--- src/hdl/dhcp_option_stream_parser_core_defines.svh ---
// Assertion macros shared by the DHCP option stream parser RTL.
// Depends on nothing; included by the top level.
`ifndef DHCP_OPTION_STREAM_PARSER_CORE_DEFINES_SVH
`define DHCP_OPTION_STREAM_PARSER_CORE_DEFINES_SVH
// Implication checked on every rising clock edge outside reset.
`define DOSP_ASSERT_IMP(label, clk, rst, pre, post) \
   label: assert property (@(posedge clk) disable iff (rst) (pre) |-> (post)) \
      else $error("assertion failed");
// Next-cycle implication checked outside reset.
`define DOSP_ASSERT_NXT(label, clk, rst, pre, post) \
   label: assert property (@(posedge clk) disable iff (rst) (pre) |=> (post)) \
      else $error("assertion failed");
`endif

--- src/hdl/dosp_pkg.sv ---
// Types and constants of the DHCP option stream parser.
// No dependencies; used by every module of the block.
`default_nettype none
package dosp_pkg;
   typedef enum logic [3:0] {
      PH_IDLE, PH_HEAD, PH_TYPE, PH_LEN, PH_VAL, PH_RCODE, PH_RLEN, PH_RVAL, PH_RSKIP
   } phase_type;

   localparam logic [3:0] KIND_VERDICT = 4'd0;
   localparam logic [3:0] KIND_MSGTYPE = 4'd1;
   localparam logic [3:0] KIND_REQIP = 4'd2;
   localparam logic [3:0] KIND_HOST = 4'd3;
   localparam logic [3:0] KIND_VENDOR = 4'd4;
   localparam logic [3:0] KIND_AUTHHDR = 4'd5;
   localparam logic [3:0] KIND_REPLAY = 4'd6;
   localparam logic [3:0] KIND_AUTHINFO = 4'd7;
   localparam logic [3:0] KIND_CIRCUIT = 4'd8;
   localparam logic [3:0] KIND_REMOTE = 4'd9;
   localparam logic [3:0] KIND_WARNING = 4'd10;

   localparam logic [31:0] WARN_STEPS = 32'd1;
   localparam logic [31:0] WARN_TRUNC = 32'd2;
   localparam logic [31:0] WARN_OVERRUN = 32'd3;

   localparam logic [31:0] MAGIC_COOKIE = 32'h6382_5363;
   localparam logic [15:0] HEADER_BYTES = 16'd240;
   localparam logic [15:0] COOKIE_LAST_POS = 16'd239;
   localparam logic [7:0] OPT_PAD = 8'd0;
   localparam logic [7:0] OPT_END = 8'd255;
   localparam logic [7:0] OPT_MSGTYPE = 8'd53;
   localparam logic [7:0] OPT_REQIP = 8'd50;
   localparam logic [7:0] OPT_HOST = 8'd12;
   localparam logic [7:0] OPT_VENDOR = 8'd60;
   localparam logic [7:0] OPT_RELAY = 8'd82;
   localparam logic [7:0] OPT_AUTH = 8'd90;
   localparam logic [7:0] AUTH_MIN_LEN = 8'd11;
   localparam logic [7:0] SUB_CIRCUIT = 8'd1;
   localparam logic [7:0] SUB_REMOTE = 8'd2;
   localparam logic [7:0] PRINT_LOW = 8'h20;
   localparam logic [7:0] PRINT_HIGH = 8'h7E;

   typedef struct packed {
      logic [3:0] kind;
      logic [31:0] value;
      logic [7:0] aux_one;
      logic [7:0] aux_two;
      logic [7:0] byte_index;
      logic last_of_field;
      logic empty_field;
      logic printable;
   } result_type;
endpackage
`default_nettype wire

--- src/hdl/dosp_parse.sv ---
// Per-byte parse step: state registers and result register.
// Depends on dosp_pkg.
`default_nettype none
module dosp_parse #(
   parameter int MAX_OPTION_STEPS = 200,
   parameter int MAX_SUBOPTIONS = 8
) (
   input  wire logic clock,
   input  wire logic reset,
   input  wire logic in_valid,
   input  wire logic [7:0] data_byte,
   input  wire logic first_byte,
   input  wire logic [15:0] payload_len,
   input  wire logic [15:0] dest_port,
   input  wire logic is_udp,
   input  wire logic [15:0] server_port,
   input  wire logic [15:0] client_port,
   output logic res_valid,
   output dosp_pkg::result_type res
);
   localparam int SubW = $clog2(MAX_SUBOPTIONS + 1);
   localparam logic [7:0] StepLimit = 8'(MAX_OPTION_STEPS);
   localparam logic [SubW-1:0] SubLimit = SubW'(MAX_SUBOPTIONS);

   dosp_pkg::phase_type phase_ff, phase_in;
   logic [15:0] pos_ff, pos_in, plen_ff, plen_in;
   logic strong_ff, strong_in, reqf_ff, reqf_in, sprn_ff, sprn_in;
   logic [31:0] hdr_ff, hdr_in;
   logic [7:0] steps_ff, steps_in, ocode_ff, ocode_in, olen_ff, olen_in, ooff_ff, ooff_in;
   logic [23:0] gath_ff, gath_in;
   logic [7:0] scode_ff, scode_in, slen_ff, slen_in, soff_ff, soff_in;
   logic [SubW-1:0] scnt_ff, scnt_in;
   logic res_valid_ff, res_valid_in;
   dosp_pkg::result_type res_ff, res_in;

   assign res_valid = res_valid_ff;
   assign res = res_ff;

   always_comb begin
      logic [7:0] b, off;
      logic [15:0] p;
      logic last, named, slast;
      logic [3:0] skind;
      logic [8:0] nsp;
      b = data_byte;
      phase_in = phase_ff; pos_in = pos_ff; plen_in = plen_ff; strong_in = strong_ff;
      reqf_in = reqf_ff; sprn_in = sprn_ff; hdr_in = hdr_ff; steps_in = steps_ff;
      ocode_in = ocode_ff; olen_in = olen_ff; ooff_in = ooff_ff; gath_in = gath_ff;
      scode_in = scode_ff; slen_in = slen_ff; soff_in = soff_ff; scnt_in = scnt_ff;
      res_valid_in = 1'b0;
      res_in = '0;
      p = pos_ff;
      off = ooff_ff;
      last = ({1'b0, off} + 9'd1) >= {1'b0, olen_ff};
      named = scode_ff == dosp_pkg::SUB_CIRCUIT || scode_ff == dosp_pkg::SUB_REMOTE;
      skind = (scode_ff == dosp_pkg::SUB_CIRCUIT) ? dosp_pkg::KIND_CIRCUIT
                                                  : dosp_pkg::KIND_REMOTE;
      slast = ({1'b0, soff_ff} + 9'd1) == {1'b0, slen_ff};
      nsp = {1'b0, off} + 9'd1;
      if (in_valid) begin
         if (first_byte) begin
            phase_in = dosp_pkg::PH_IDLE; steps_in = '0; ocode_in = '0; olen_in = '0;
            ooff_in = '0; gath_in = '0; scode_in = '0; slen_in = '0; soff_in = '0;
            scnt_in = '0; sprn_in = 1'b1;
            plen_in = payload_len;
            strong_in = dest_port == server_port || dest_port == client_port;
            reqf_in = b == 8'd1;
            hdr_in = {24'd0, b};
            pos_in = 16'd1;
            if (!is_udp || payload_len < dosp_pkg::HEADER_BYTES || (b != 8'd1 && b != 8'd2)) begin
               res_valid_in = 1'b1;
               res_in.kind = dosp_pkg::KIND_VERDICT;
            end else begin
               phase_in = dosp_pkg::PH_HEAD;
            end
         end else if (phase_ff != dosp_pkg::PH_IDLE) begin
            if (p >= plen_ff) begin
               phase_in = dosp_pkg::PH_IDLE;
            end else begin
               pos_in = p + 16'd1;
               unique case (phase_ff)
                  dosp_pkg::PH_HEAD: begin
                     hdr_in = {hdr_ff[23:0], b};
                     if (p == dosp_pkg::COOKIE_LAST_POS) begin
                        res_valid_in = 1'b1;
                        res_in.kind = dosp_pkg::KIND_VERDICT;
                        if (hdr_in != dosp_pkg::MAGIC_COOKIE) begin
                           phase_in = dosp_pkg::PH_IDLE;
                        end else begin
                           phase_in = dosp_pkg::PH_TYPE;
                           steps_in = '0;
                           res_in.value = strong_ff ? 32'd2 : 32'd1;
                           res_in.aux_one = {7'd0, reqf_ff};
                        end
                     end
                  end
                  dosp_pkg::PH_TYPE: begin
                     if (steps_ff >= StepLimit) begin
                        phase_in = dosp_pkg::PH_IDLE;
                        res_valid_in = 1'b1;
                        res_in.kind = dosp_pkg::KIND_WARNING;
                        res_in.value = dosp_pkg::WARN_STEPS;
                     end else begin
                        steps_in = steps_ff + 8'd1;
                        if (b == dosp_pkg::OPT_PAD) begin
                        end else if (b == dosp_pkg::OPT_END) begin
                           phase_in = dosp_pkg::PH_IDLE;
                        end else if ({1'b0, p} + 17'd1 >= {1'b0, plen_ff}) begin
                           phase_in = dosp_pkg::PH_IDLE;
                           res_valid_in = 1'b1;
                           res_in.kind = dosp_pkg::KIND_WARNING;
                           res_in.value = dosp_pkg::WARN_TRUNC;
                        end else begin
                           ocode_in = b;
                           phase_in = dosp_pkg::PH_LEN;
                        end
                     end
                  end
                  dosp_pkg::PH_LEN: begin
                     if ({1'b0, p} + 17'd1 + {9'd0, b} > {1'b0, plen_ff}) begin
                        phase_in = dosp_pkg::PH_IDLE;
                        res_valid_in = 1'b1;
                        res_in.kind = dosp_pkg::KIND_WARNING;
                        res_in.value = dosp_pkg::WARN_OVERRUN;
                     end else begin
                        olen_in = b; ooff_in = '0; gath_in = '0;
                        if (b == 8'd0) begin
                           phase_in = dosp_pkg::PH_TYPE;
                           if (ocode_ff == dosp_pkg::OPT_HOST || ocode_ff == dosp_pkg::OPT_VENDOR) begin
                              res_valid_in = 1'b1;
                              res_in.kind = (ocode_ff == dosp_pkg::OPT_HOST) ?
                                 dosp_pkg::KIND_HOST : dosp_pkg::KIND_VENDOR;
                              res_in.empty_field = 1'b1;
                           end
                        end else if (ocode_ff == dosp_pkg::OPT_RELAY) begin
                           scnt_in = '0; scode_in = '0;
                           phase_in = (b >= 8'd2 && SubLimit != '0) ?
                              dosp_pkg::PH_RCODE : dosp_pkg::PH_RSKIP;
                        end else begin
                           phase_in = dosp_pkg::PH_VAL;
                        end
                     end
                  end
                  default: begin
                     ooff_in = off + 8'd1;
                     if (phase_ff == dosp_pkg::PH_VAL) begin
                        case (ocode_ff)
                           dosp_pkg::OPT_MSGTYPE: if (olen_ff == 8'd1) begin
                              res_valid_in = 1'b1;
                              res_in.kind = dosp_pkg::KIND_MSGTYPE;
                              res_in.value = {24'd0, b};
                           end
                           dosp_pkg::OPT_REQIP: if (olen_ff == 8'd4) begin
                              if (off < 8'd3) gath_in = {gath_ff[15:0], b};
                              else begin
                                 res_valid_in = 1'b1;
                                 res_in.kind = dosp_pkg::KIND_REQIP;
                                 res_in.value = {gath_ff, b};
                              end
                           end
                           dosp_pkg::OPT_HOST, dosp_pkg::OPT_VENDOR: begin
                              res_valid_in = 1'b1;
                              res_in.kind = (ocode_ff == dosp_pkg::OPT_HOST) ?
                                 dosp_pkg::KIND_HOST : dosp_pkg::KIND_VENDOR;
                              res_in.value = {24'd0, b};
                              res_in.byte_index = off;
                              res_in.last_of_field = last;
                           end
                           dosp_pkg::OPT_AUTH: if (olen_ff >= dosp_pkg::AUTH_MIN_LEN) begin
                              if (off < 8'd2) gath_in = {gath_ff[15:0], b};
                              else if (off == 8'd2) begin
                                 res_valid_in = 1'b1;
                                 res_in.kind = dosp_pkg::KIND_AUTHHDR;
                                 res_in.value = {24'd0, gath_ff[15:8]};
                                 res_in.aux_one = gath_ff[7:0];
                                 res_in.aux_two = b;
                              end else if (off <= 8'd10) begin
                                 res_valid_in = 1'b1;
                                 res_in.kind = dosp_pkg::KIND_REPLAY;
                                 res_in.value = {24'd0, b};
                                 res_in.byte_index = off - 8'd3;
                                 res_in.last_of_field = off == 8'd10;
                              end else begin
                                 res_valid_in = 1'b1;
                                 res_in.kind = dosp_pkg::KIND_AUTHINFO;
                                 res_in.value = {24'd0, b};
                                 res_in.byte_index = off - 8'd11;
                                 res_in.last_of_field = last;
                              end
                           end
                           default: ;
                        endcase
                     end else begin
                        case (phase_ff)
                           dosp_pkg::PH_RCODE: begin
                              scode_in = b;
                              phase_in = dosp_pkg::PH_RLEN;
                           end
                           dosp_pkg::PH_RLEN: begin
                              if ({1'b0, off} + 9'd1 + {1'b0, b} > {1'b0, olen_ff}) begin
                                 phase_in = dosp_pkg::PH_RSKIP;
                              end else begin
                                 slen_in = b; soff_in = '0; sprn_in = 1'b1;
                                 if (b == 8'd0) begin
                                    if (named) begin
                                       res_valid_in = 1'b1;
                                       res_in.kind = skind;
                                       res_in.empty_field = 1'b1;
                                    end
                                    scnt_in = scnt_ff + 1'b1;
                                    phase_in = (nsp + 9'd2 <= {1'b0, olen_ff} && scnt_in < SubLimit)
                                       ? dosp_pkg::PH_RCODE : dosp_pkg::PH_RSKIP;
                                 end else begin
                                    phase_in = dosp_pkg::PH_RVAL;
                                 end
                              end
                           end
                           dosp_pkg::PH_RVAL: begin
                              sprn_in = sprn_ff && b >= dosp_pkg::PRINT_LOW &&
                                        b <= dosp_pkg::PRINT_HIGH;
                              if (named) begin
                                 res_valid_in = 1'b1;
                                 res_in.kind = skind;
                                 res_in.value = {24'd0, b};
                                 res_in.byte_index = soff_ff;
                                 res_in.last_of_field = slast;
                                 res_in.printable = slast && sprn_in;
                              end
                              soff_in = soff_ff + 8'd1;
                              if (slast) begin
                                 scnt_in = scnt_ff + 1'b1;
                                 phase_in = (nsp + 9'd2 <= {1'b0, olen_ff} && scnt_in < SubLimit)
                                    ? dosp_pkg::PH_RCODE : dosp_pkg::PH_RSKIP;
                              end
                           end
                           default: ;
                        endcase
                     end
                     if (last) phase_in = dosp_pkg::PH_TYPE;
                  end
               endcase
            end
         end
      end
   end

   always_ff @(posedge clock) begin
      if (reset) begin
         phase_ff <= dosp_pkg::PH_IDLE; pos_ff <= '0; plen_ff <= '0; strong_ff <= 1'b0;
         reqf_ff <= 1'b0; sprn_ff <= 1'b1; hdr_ff <= '0; steps_ff <= '0; ocode_ff <= '0;
         olen_ff <= '0; ooff_ff <= '0; gath_ff <= '0; scode_ff <= '0; slen_ff <= '0;
         soff_ff <= '0; scnt_ff <= '0; res_valid_ff <= 1'b0;
      end else begin
         phase_ff <= phase_in; pos_ff <= pos_in; plen_ff <= plen_in; strong_ff <= strong_in;
         reqf_ff <= reqf_in; sprn_ff <= sprn_in; hdr_ff <= hdr_in; steps_ff <= steps_in;
         ocode_ff <= ocode_in; olen_ff <= olen_in; ooff_ff <= ooff_in; gath_ff <= gath_in;
         scode_ff <= scode_in; slen_ff <= slen_in; soff_ff <= soff_in; scnt_ff <= scnt_in;
         res_valid_ff <= res_valid_in;
      end
      res_ff <= res_in;
   end
endmodule
`default_nettype wire

--- src/hdl/dosp_skid.sv ---
// Two-entry output buffer decoupling the parse step from the result stall.
// Depends on dosp_pkg.
`default_nettype none
module dosp_skid (
   input  wire logic clock,
   input  wire logic reset,
   input  wire logic in_valid,
   input  dosp_pkg::result_type in_res,
   output logic space,
   output logic out_valid,
   output dosp_pkg::result_type out_res,
   input  wire logic out_ready
);
   logic [1:0] cnt_ff;
   dosp_pkg::result_type buf_ff [2];
   logic pop;

   assign pop = out_valid && out_ready;
   assign out_valid = cnt_ff != 2'd0;
   assign out_res = buf_ff[0];
   // The parse register may hold one word in flight, so keep a slot for it;
   // a word leaving in this cycle frees its slot.
   assign space = cnt_ff == 2'd0 || (cnt_ff == 2'd1 && (!in_valid || pop)) ||
                  (cnt_ff == 2'd2 && !in_valid && pop);

   always_ff @(posedge clock) begin
      if (reset) begin
         cnt_ff <= 2'd0;
      end else begin
         cnt_ff <= cnt_ff + {1'b0, in_valid} - {1'b0, pop};
      end
      if (pop) begin
         if (cnt_ff == 2'd2) buf_ff[0] <= buf_ff[1];
         else buf_ff[0] <= in_res;
         if (cnt_ff == 2'd2 && in_valid) buf_ff[1] <= in_res;
      end else if (in_valid) begin
         buf_ff[cnt_ff[0]] <= in_res;
      end
   end
endmodule
`default_nettype wire

--- src/hdl/dhcp_option_stream_parser_core.sv ---
// DHCP option stream parser: top level, config registers and assertions.
// Depends on dosp_pkg, dosp_parse, dosp_skid and the defines header.
//
// Usage: the req_ channel carries one payload byte per word; req_tuser[0]
// marks the first byte, which also samples length, port and UDP flag in
// req_tdata. The rsp_ channel gives at most one result word per accepted
// byte: first a verdict, then option values and warnings, in byte order.
// csr_ writes set server_port (index 0) and client_port (index 1); the user
// must write them only while idle, as the block itself does not enforce it.
// A result reaches rsp_ through the parse register, then the output buffer.
// Throughput: one byte per cycle while req_tready is high; the per-byte state
// update is one registered step. A two-word output buffer takes results while
// rsp_tready is low; req_tready falls when that buffer cannot take another
// word, and a word leaving on rsp_ frees a slot in the same cycle.
// Reset (synchronous, active high) drops any payload in progress, empties
// the buffer and sets the port registers to 67 and 68.
`default_nettype none
`include "dhcp_option_stream_parser_core_defines.svh"
module dhcp_option_stream_parser_core #(
   parameter int MAX_OPTION_STEPS = 200,
   parameter int MAX_SUBOPTIONS = 8
) (
   input  wire logic clock,
   input  wire logic reset,
   input  wire logic req_tvalid,
   output logic req_tready,
   // data_byte[7:0], payload_len[23:8], dest_port[39:24], is_udp[40], zero fill
   input  wire logic [47:0] req_tdata,
   // first_byte
   input  wire logic req_tuser,
   output logic rsp_tvalid,
   input  wire logic rsp_tready,
   // kind[3:0], value[35:4], aux_one[43:36], aux_two[51:44], byte_index[59:52],
   // last_of_field[60], empty_field[61], printable[62], zero fill
   output logic [63:0] rsp_tdata,
   input  wire logic csr_we,
   input  wire logic [0:0] csr_index,
   input  wire logic [15:0] csr_wdata
);
   localparam logic [0:0] RegServer = 1'b0;
   localparam logic [0:0] RegClient = 1'b1;

   logic [15:0] server_port_ff, client_port_ff;
   logic acc, res_valid;
   dosp_pkg::result_type res, out_res;

   always_ff @(posedge clock) begin
      if (reset) begin
         server_port_ff <= 16'd67;
         client_port_ff <= 16'd68;
      end else if (csr_we) begin
         unique case (csr_index)
            RegServer: server_port_ff <= csr_wdata;
            RegClient: client_port_ff <= csr_wdata;
            default: ;
         endcase
      end
   end

   assign acc = req_tvalid && req_tready;

   dosp_parse #(.MAX_OPTION_STEPS(MAX_OPTION_STEPS), .MAX_SUBOPTIONS(MAX_SUBOPTIONS)) u_parse (
      .clock, .reset, .in_valid(acc),
      .data_byte(req_tdata[7:0]), .first_byte(req_tuser),
      .payload_len(req_tdata[23:8]), .dest_port(req_tdata[39:24]), .is_udp(req_tdata[40]),
      .server_port(server_port_ff), .client_port(client_port_ff),
      .res_valid, .res
   );

   dosp_skid u_skid (
      .clock, .reset, .in_valid(res_valid), .in_res(res), .space(req_tready),
      .out_valid(rsp_tvalid), .out_res, .out_ready(rsp_tready)
   );

   assign rsp_tdata = {1'b0, out_res.printable, out_res.empty_field, out_res.last_of_field,
                       out_res.byte_index, out_res.aux_two, out_res.aux_one,
                       out_res.value, out_res.kind};

   `DOSP_ASSERT_NXT(a_result_from_accept, clock, reset, !acc, !res_valid)
   `DOSP_ASSERT_IMP(a_kind_range, clock, reset, rsp_tvalid, out_res.kind <= dosp_pkg::KIND_WARNING)
   `DOSP_ASSERT_IMP(a_printable_on_last, clock, reset, rsp_tvalid && out_res.printable,
                    out_res.last_of_field)
endmodule
`default_nettype wire

--- config.mk ---
export PLATFORM = sky130hd
export DESIGN_NAME = dhcp_option_stream_parser_core
export DESIGN_NICKNAME = d
export VERILOG_FILES = /design/src/hdl/dosp_pkg.sv /design/src/hdl/dosp_parse.sv /design/src/hdl/dosp_skid.sv /design/src/hdl/dhcp_option_stream_parser_core.sv
export VERILOG_INCLUDE_DIRS = /design/src /design/src/hdl
export SDC_FILE = /design/constraint.sdc
export NUM_CORES = 1
export LEC_CHECK = 0
export BUFFER_PORTS_ARGS = -buffer_cell sky130_fd_sc_hd__buf_4
export CAP_MARGIN = 10
export CORE_UTILIZATION = 45
export CTS_BUF_LIST = sky130_fd_sc_hd__clkbuf_2 sky130_fd_sc_hd__clkbuf_4 sky130_fd_sc_hd__clkbuf_8
export DETAILED_ROUTE_END_ITERATION = 8
export GPL_TIMING_DRIVEN = 0
export PLACE_DENSITY = 0.75
export RECOVER_POWER = 25
export SYNTH_ARGS = -nofsm -noshare
export SYNTH_HDL_FRONTEND = slang
export SYNTH_HIERARCHICAL = 1
export SYNTH_SLANG_ARGS = --single-unit
--- constraint.sdc ---
create_clock -name clock -period 6.9 [get_ports clock]
set_clock_uncertainty 0.2 [all_clocks]
set_input_delay 1.725 -clock clock [delete_from_list [all_inputs] [get_ports clock]]
set_output_delay 1.725 -clock clock [all_outputs]
set_load 0.03 [all_outputs]
Word-level counts from Yosys, hierarchy flattened

Memories as Yosys holds them, arrays and structs flattened.
Index checks and enable logic that the tools add are counted.
W data, S select, Z words.

Register bits: 245
Memory bits (writable): 126
Output and inout bits: 66
Logic and storage cells: 383
Memories kept: 1

Memory list:

| name          | words | bits a word | read ports | clocked after Yosys merged registers in | write ports | RTL line        | text |
|---|---|---|---|---|---|---|---|
| u_skid.buf_ff | 2     | 63          | 2          | 0                                       | 2           | dosp_skid.sv:15 | `dosp_pkg::result_type buf_ff [2];` |

Add/sub/neg operators: 15
$lt $le $gt $ge: 16
Eq/ne operators: 59
Multiplexer cells: 192
Bitwise gates (word level): 10
Reduce and logical (&&, ||, !) cells: 62

Operator list:

| kind                   | number |
|---|---|
| $mux W8                | 44 |
| $mux W24               | 13 |
| $mux W36               | 6 |
| $pmux W36 S4           | 1 |
| $mux W4                | 33 |
| $mux W63               | 2 |
| $mux W61               | 2 |
| $pmux W36 S3           | 1 |
| $mux W34               | 3 |
| $mux W16               | 6 |
| $pmux W24 S2           | 2 |
| $mux W40               | 2 |
| $pmux W8 S2            | 5 |
| $mux W33               | 2 |
| $reduce_or A63 Y1      | 1 |
| $mux W1                | 47 |
| $mux W9                | 5 |
| $eq A16 B16 Y1         | 2 |
| $mux W32               | 1 |
| $ne A32 B31 Y1 const B | 1 |
| $ne A4 B2 Y1 const B   | 7 |
| $reduce_and A7 Y1      | 4 |
| $add A8 B1 Y8 const B  | 3 |
| $eq A8 B1 Y1 const B   | 3 |
| 81 further kinds       | 158 |

Logic depth before layout (Yosys ltp)

Word-level depth: 14
Gate-level depth with buffers: 23
Depth with buffers taken out: 21

Hierarchy

Netlist, hierarchy kept.

By module, submodules not included:

| module                         | instances | cells an instance | area an instance (um2) | seq. area each (um2) |
|---|---|---|---|---|
| dosp_parse                     | 1         | 1482              | 12480.7                | 4224.1 |
| dosp_skid                      | 1         | 217               | 5021.1                 | 3823.7 |
| dhcp_option_stream_parser_core | 1         | 131               | 1380.1                 | 640.6 |

Worst setup path before layout

OpenSTA, ideal clock, no wires.

Path type: in2reg
Start point: in rsp_tready
End point: mem u_skid/buf_ff[1][0] in the netlist's numbering, enable pin
Setup time: 0.580 ns
Arrival: 6.489 ns
Setup slack: -0.370 ns
Stages: 2
Buffers on the path: 0
Cell sequence: nand2b_1 > a21boi_0

RTL lines:

| element         | RTL line                             | text |
|---|---|---|
| start, declared | dhcp_option_stream_parser_core.sv:32 | `input wire logic rsp_tready,` |
| end, declared   | dosp_skid.sv:15                      |  |

Final worst setup path

Start point: reg u_parse.pos_ff[0]
End point: reg u_parse.scode_ff[4]

Word-level cells in the longest chain between the ends: 5

RTL lines:

| element                       | RTL line          | text |
|---|---|---|
| start, declared               | dosp_parse.sv:26  | `logic [15:0] pos_ff, pos_in, plen_ff, plen_in;` |
| start signal, assigned        | dosp_parse.sv:254 | `phase_ff <= phase_in; pos_ff <= pos_in; plen_ff <= plen_in; strong_ff <= strong_in;` |
| $add A16 B1 Y17               | dosp_parse.sv:120 | `if ({1'b0, p} + 17'd1 + {9'd0, b} > {1'b0, plen_ff}) begin` |
| $add A17 B8 Y17               | dosp_parse.sv:120 |  |
| $gt A17 B16 Y1                | dosp_parse.sv:120 |  |
| $ne A3 B3 Y1 (no line)        | n/a               |  |
| $reduce_and A9 Y1 (no line) * | n/a               |  |
| end signal, assigned          | dosp_parse.sv:257 | `scode_ff <= scode_in; slen_ff <= slen_in; soff_ff <= soff_in; scnt_ff <= scnt_in;` |
| end, declared                 | dosp_parse.sv:31  | `logic [7:0] scode_ff, scode_in, slen_ff, slen_in, soff_ff, soff_in;` |

Every way passes the cells marked *; elsewhere a longest branch is shown, timed or not.
A chain may end at the register's enable or synchronous reset.

==> results.py <==
metrics = {
    "power_and_ir_drop": {
        "ir_drop_mv": 0.130,
        "swShare": 0.299,
        "p_seq_frac": 0.433,
        "switching_power_w": 0.00172,
        "p_clk_frac": 0.349,
        "internal_power_w": 0.00404,
        "cellLeakagePower_nw": 8.64,
        "power_w": 0.00576,
        "p_comb_frac": 0.218,
        "power_density_nw_per_um2": 263,
    },
    "clock_tree": {
        "numCtsBuffers": 59,
        "cts_buffer_depth": 3,
        "cts_sinks": 371,
        "cts_root_buf": "clkbuf_8",
        "clk_pin_slew_ps": 60,
        "htreeDepth": 2,
        "tritoncts": "built",
        "cts_setup_buffers": 0,
        "clk_latency_ps": 670,
    },
    "detailed_routing": {
        "dr_wl_met3_um": 3370,
        "wl_met1_um": 21800,
        "postRouteAntennaNets": 0,
        "num_vias": 14960,
        "wirelength_um": 51200,
        "drc": 9,
        "wl_met2_um": 24000,
        "via_per_inst": 5.74,
        "post_drt_wl_per_cell_um": 19.6,
        "top_layer": "met4",
        "first_iter_violations": 1323,
        "drtPass1Iterations": 9,
    },
    "finish": {
        "area_growth_pct": 15.8,
        "layout.nets": 2196,
        "drive_gt1_frac": 0.175,
        "n_antenna_cell": 0,
        "fillers": 3593,
    },
    "yosys": {
        "ys.flop_type": "dfxtp_1",
        "synth_commonest_cells": "245 x dfxtp_1, 143 x nand2_1, 126 x edfxtp_1",
        "synth.most_common_cell": "dfxtp_1",
        "async_flop_share": 0,
        "yosysSeqAreaShare": 0.460,
        "synth_edf_count": 126,
        "synth_fp_nets": 2002,
        "synth_top_area_share": 0.260,
        "ys_top_cells_by_area": "dfxtp_1 26%, edfxtp_1 20%, ha_1 6.6%, mux2_4 4.8%, nand2_1 2.8%",
        "synth.avg_cell_area_um2": 10.3,
        "ys_types": 94,
        "synth_top_cell_by_area": "dfxtp_1",
        "syn-cell-area_um2": 18900,
        "synth_seq_cells": 371,
        "yosysWarnings": 6,
        "synth_cells": 1830,
    },
    "global_route": {
        "grt_pass1_vias": 14753,
        "grt-ovfl-total": 0,
        "grt_antenna_before_repair": 0,
        "grt_pass1_wl_um": 79700,
        "grt_max_degree": 47,
        "grt_use_total": 0.239,
    },
    "critical_path": {
        "path_buf_inv": 1,
        "endpoint_kind": "flip-flop",
        "crit_arrival_ps": 6740,
        "critPathKind": "reg2reg",
        "slowest_delay_ps": 630,
        "path_cells": "ha_1 -> buf_2 -> and3_1 -> nand3_1 -> xnor2_1 -> ha_1 -> nand2_1 -> o31a_1 -> a221oi_2 -> nand3_1 -> xnor2_1 -> ha_1 -> nand4_1 -> nor3_1 -> a21oi_1 -> a21boi_0 -> a211oi_4 -> o2111ai_2 -> a2111oi_4 -> a22o_1",
        "path_delay_family": "compound AO/OA/AOI/OAI gates",
        "crit_path_start_kind": "flip-flop",
        "required_ps": 7270,
        "critPathSlowestCell": "a2111oi_4",
        "crit_fanout": 9,
        "path_common_cell": "ha_1",
    },
    "timing": {
        "fin_ws_ps": 528,
        "hold_viol_final": 0,
        "fmax_mhz": 157,
        "maxSlewViolCount": 59,
        "tightest_slew_ps": 2630,
        "rsz0062_at_grt": "false",
        "finalCritPeriodShare": 0.924,
        "period_needed_ps": 6370,
        "setup_viol": 0,
        "slew_headroom": -0.768,
    },
    "floorplanning": {
        "die_h_um": 207,
        "num_rows": 74,
        "fp.dieW_um": 207,
        "ios": 137,
        "coreArea_um2": 41100,
        "floorplan.initialDensity": 0.459,
        "dieArea_um2": 42800,
    },
    "placement": {
        "post-place-ws_ps": -648,
        "hpwlAfterDp_um": 37500,
        "gp_congestion": 0.965,
        "io_buffers": 128,
    },
    "status": {
        "run_status": "complete, but fails checks",
        "violations": "design-rule violations, max-capacitance violations, max-slew violations",
    },
    "worst_hold_path": {
        "hp-class": "reg2reg",
    },
    "flow_run": {
        "maxCapViolCount": 2,
    },
}
## sequential cells by signal, indices dropped and copies added (netlist names), 2 cells and up
register          flops
u_parse/slen_ff       8
u_parse/res          63
server_port_ff       16
u_parse/olen_ff       8
client_port_ff       16
u_parse/phase_ff      4
u_parse/scnt_ff       4
u_parse/soff_ff       8
u_parse/gath_ff      24
u_parse/ocode_ff      8
u_parse/scode_ff      8
u_parse/ooff_ff       8
u_parse/plen_ff      16
u_parse/steps_ff      8
u_skid/cnt_ff         2
u_skid/buf_ff       126
u_parse/hdr_ff       24
u_parse/pos_ff       16
## layout by cell type, fill, tap and decap left out, types with 14 or more instances in the layout
cell type / n
a21o_1: 16
a21oi_1: 95
a22o_1: 51
a22oi_1: 30
and2_1: 47
and3_1: 14
buf_2: 14
buf_4: 128
clkbuf_1: 69
clkbuf_4: 16
clkbuf_8: 76
dfxtp_1: 245
edfxtp_1: 126
ha_1: 99
inv_1: 55
mux2_4: 60
mux2i_1: 44
nand2_1: 143
nand2b_1: 59
nand3_1: 54
nand4_1: 29
nor2_1: 124
nor2b_1: 23
nor3_1: 30
nor4_1: 31
o21ai_0: 57
xnor2_1: 45
xor2_1: 52
## metal layers
metal	up-vias	GRT usage
li1	7072	-
met1	7192	0.308
met2	586	0.395
met3	110	0.0388
met4	0	0.105
met5	-	0
## worst paths after layout
| kind | startpoint | endpoint | slack [ps] | cells after the start |
|---|---|---|---|---|
| worst min register to register | u_parse/res[4] | u_skid/buf_ff[1][4] | 230 | 0 |
| worst max register to register | u_parse/pos_ff[0] | u_parse/scode_ff[4] | 530 | 20 |
| worst max-delay path | u_parse/pos_ff[0] | u_parse/scode_ff[4] | 530 | 20 |
| worst min-delay path | u_parse/res[4] | u_skid/buf_ff[1][4] | 230 | 0 |
## through the flow
stage                     instance area (um^2)  TNS, ps  cells  utilization  hold slack [ps]
after floorplan                          18900        0   1830            -              203
after detailed placement                 20600    -4330   2495        0.501              219
after CTS                                21900        0   2606        0.533              237
after global routing                     21900        0   2606        0.532              244
final                                    21900        0   2606        0.532              230
after global placement                   20500   -12930   2490        0.499              217
## kinds of logic after synthesis
kind of cell | after synthesis | share of synthesized area
buffers and inverters | 151 | 0.0386
other | 1 | 0.000199
adders and majority gates | 102 | 0.0683
and+or+nand+nor | 630 | 0.178
DFF | 371 | 0.460
xor gates and xnor gates | 99 | 0.0467
AOI/OAI and AO/OA | 369 | 0.135
muxes | 107 | 0.0728
## repair_timing
| action | in CTS | in global routing |
|---|---|---|
| gates resized for setup | 0 | 0 |
| setup endpoints to repair | 0 | 1 |
| hold buffers | 0 | 0 |
## area by class of cell
| class | count | area (um^2) | share of cell area |
|---|---|---|---|
| multi-input combinational | 1308 | 9460 | 0.433 |
| sequential | 371 | 8690 | 0.397 |
| clock buffer | 92 | 1170 | 0.0533 |
| timing repair buffer | 134 | 1020 | 0.0468 |
| tap | 532 | 666 | 0.0304 |
| buffer | 95 | 517 | 0.0236 |
| inverter | 55 | 206 | 0.00944 |
| clock inverter | 19 | 141 | 0.00646 |
## power by group through the flow
stage               sequential [W]  combinational [W]  clock [W]
floorplan                  0.00272           0.000674          0
global placement           0.00254            0.00122          0
detailed placement         0.00254            0.00127          0
CTS                        0.00249            0.00127    0.00206
global route               0.00251            0.00134    0.00214
finish                     0.00249            0.00126    0.00201
Power figures use the tool's default switching activity.
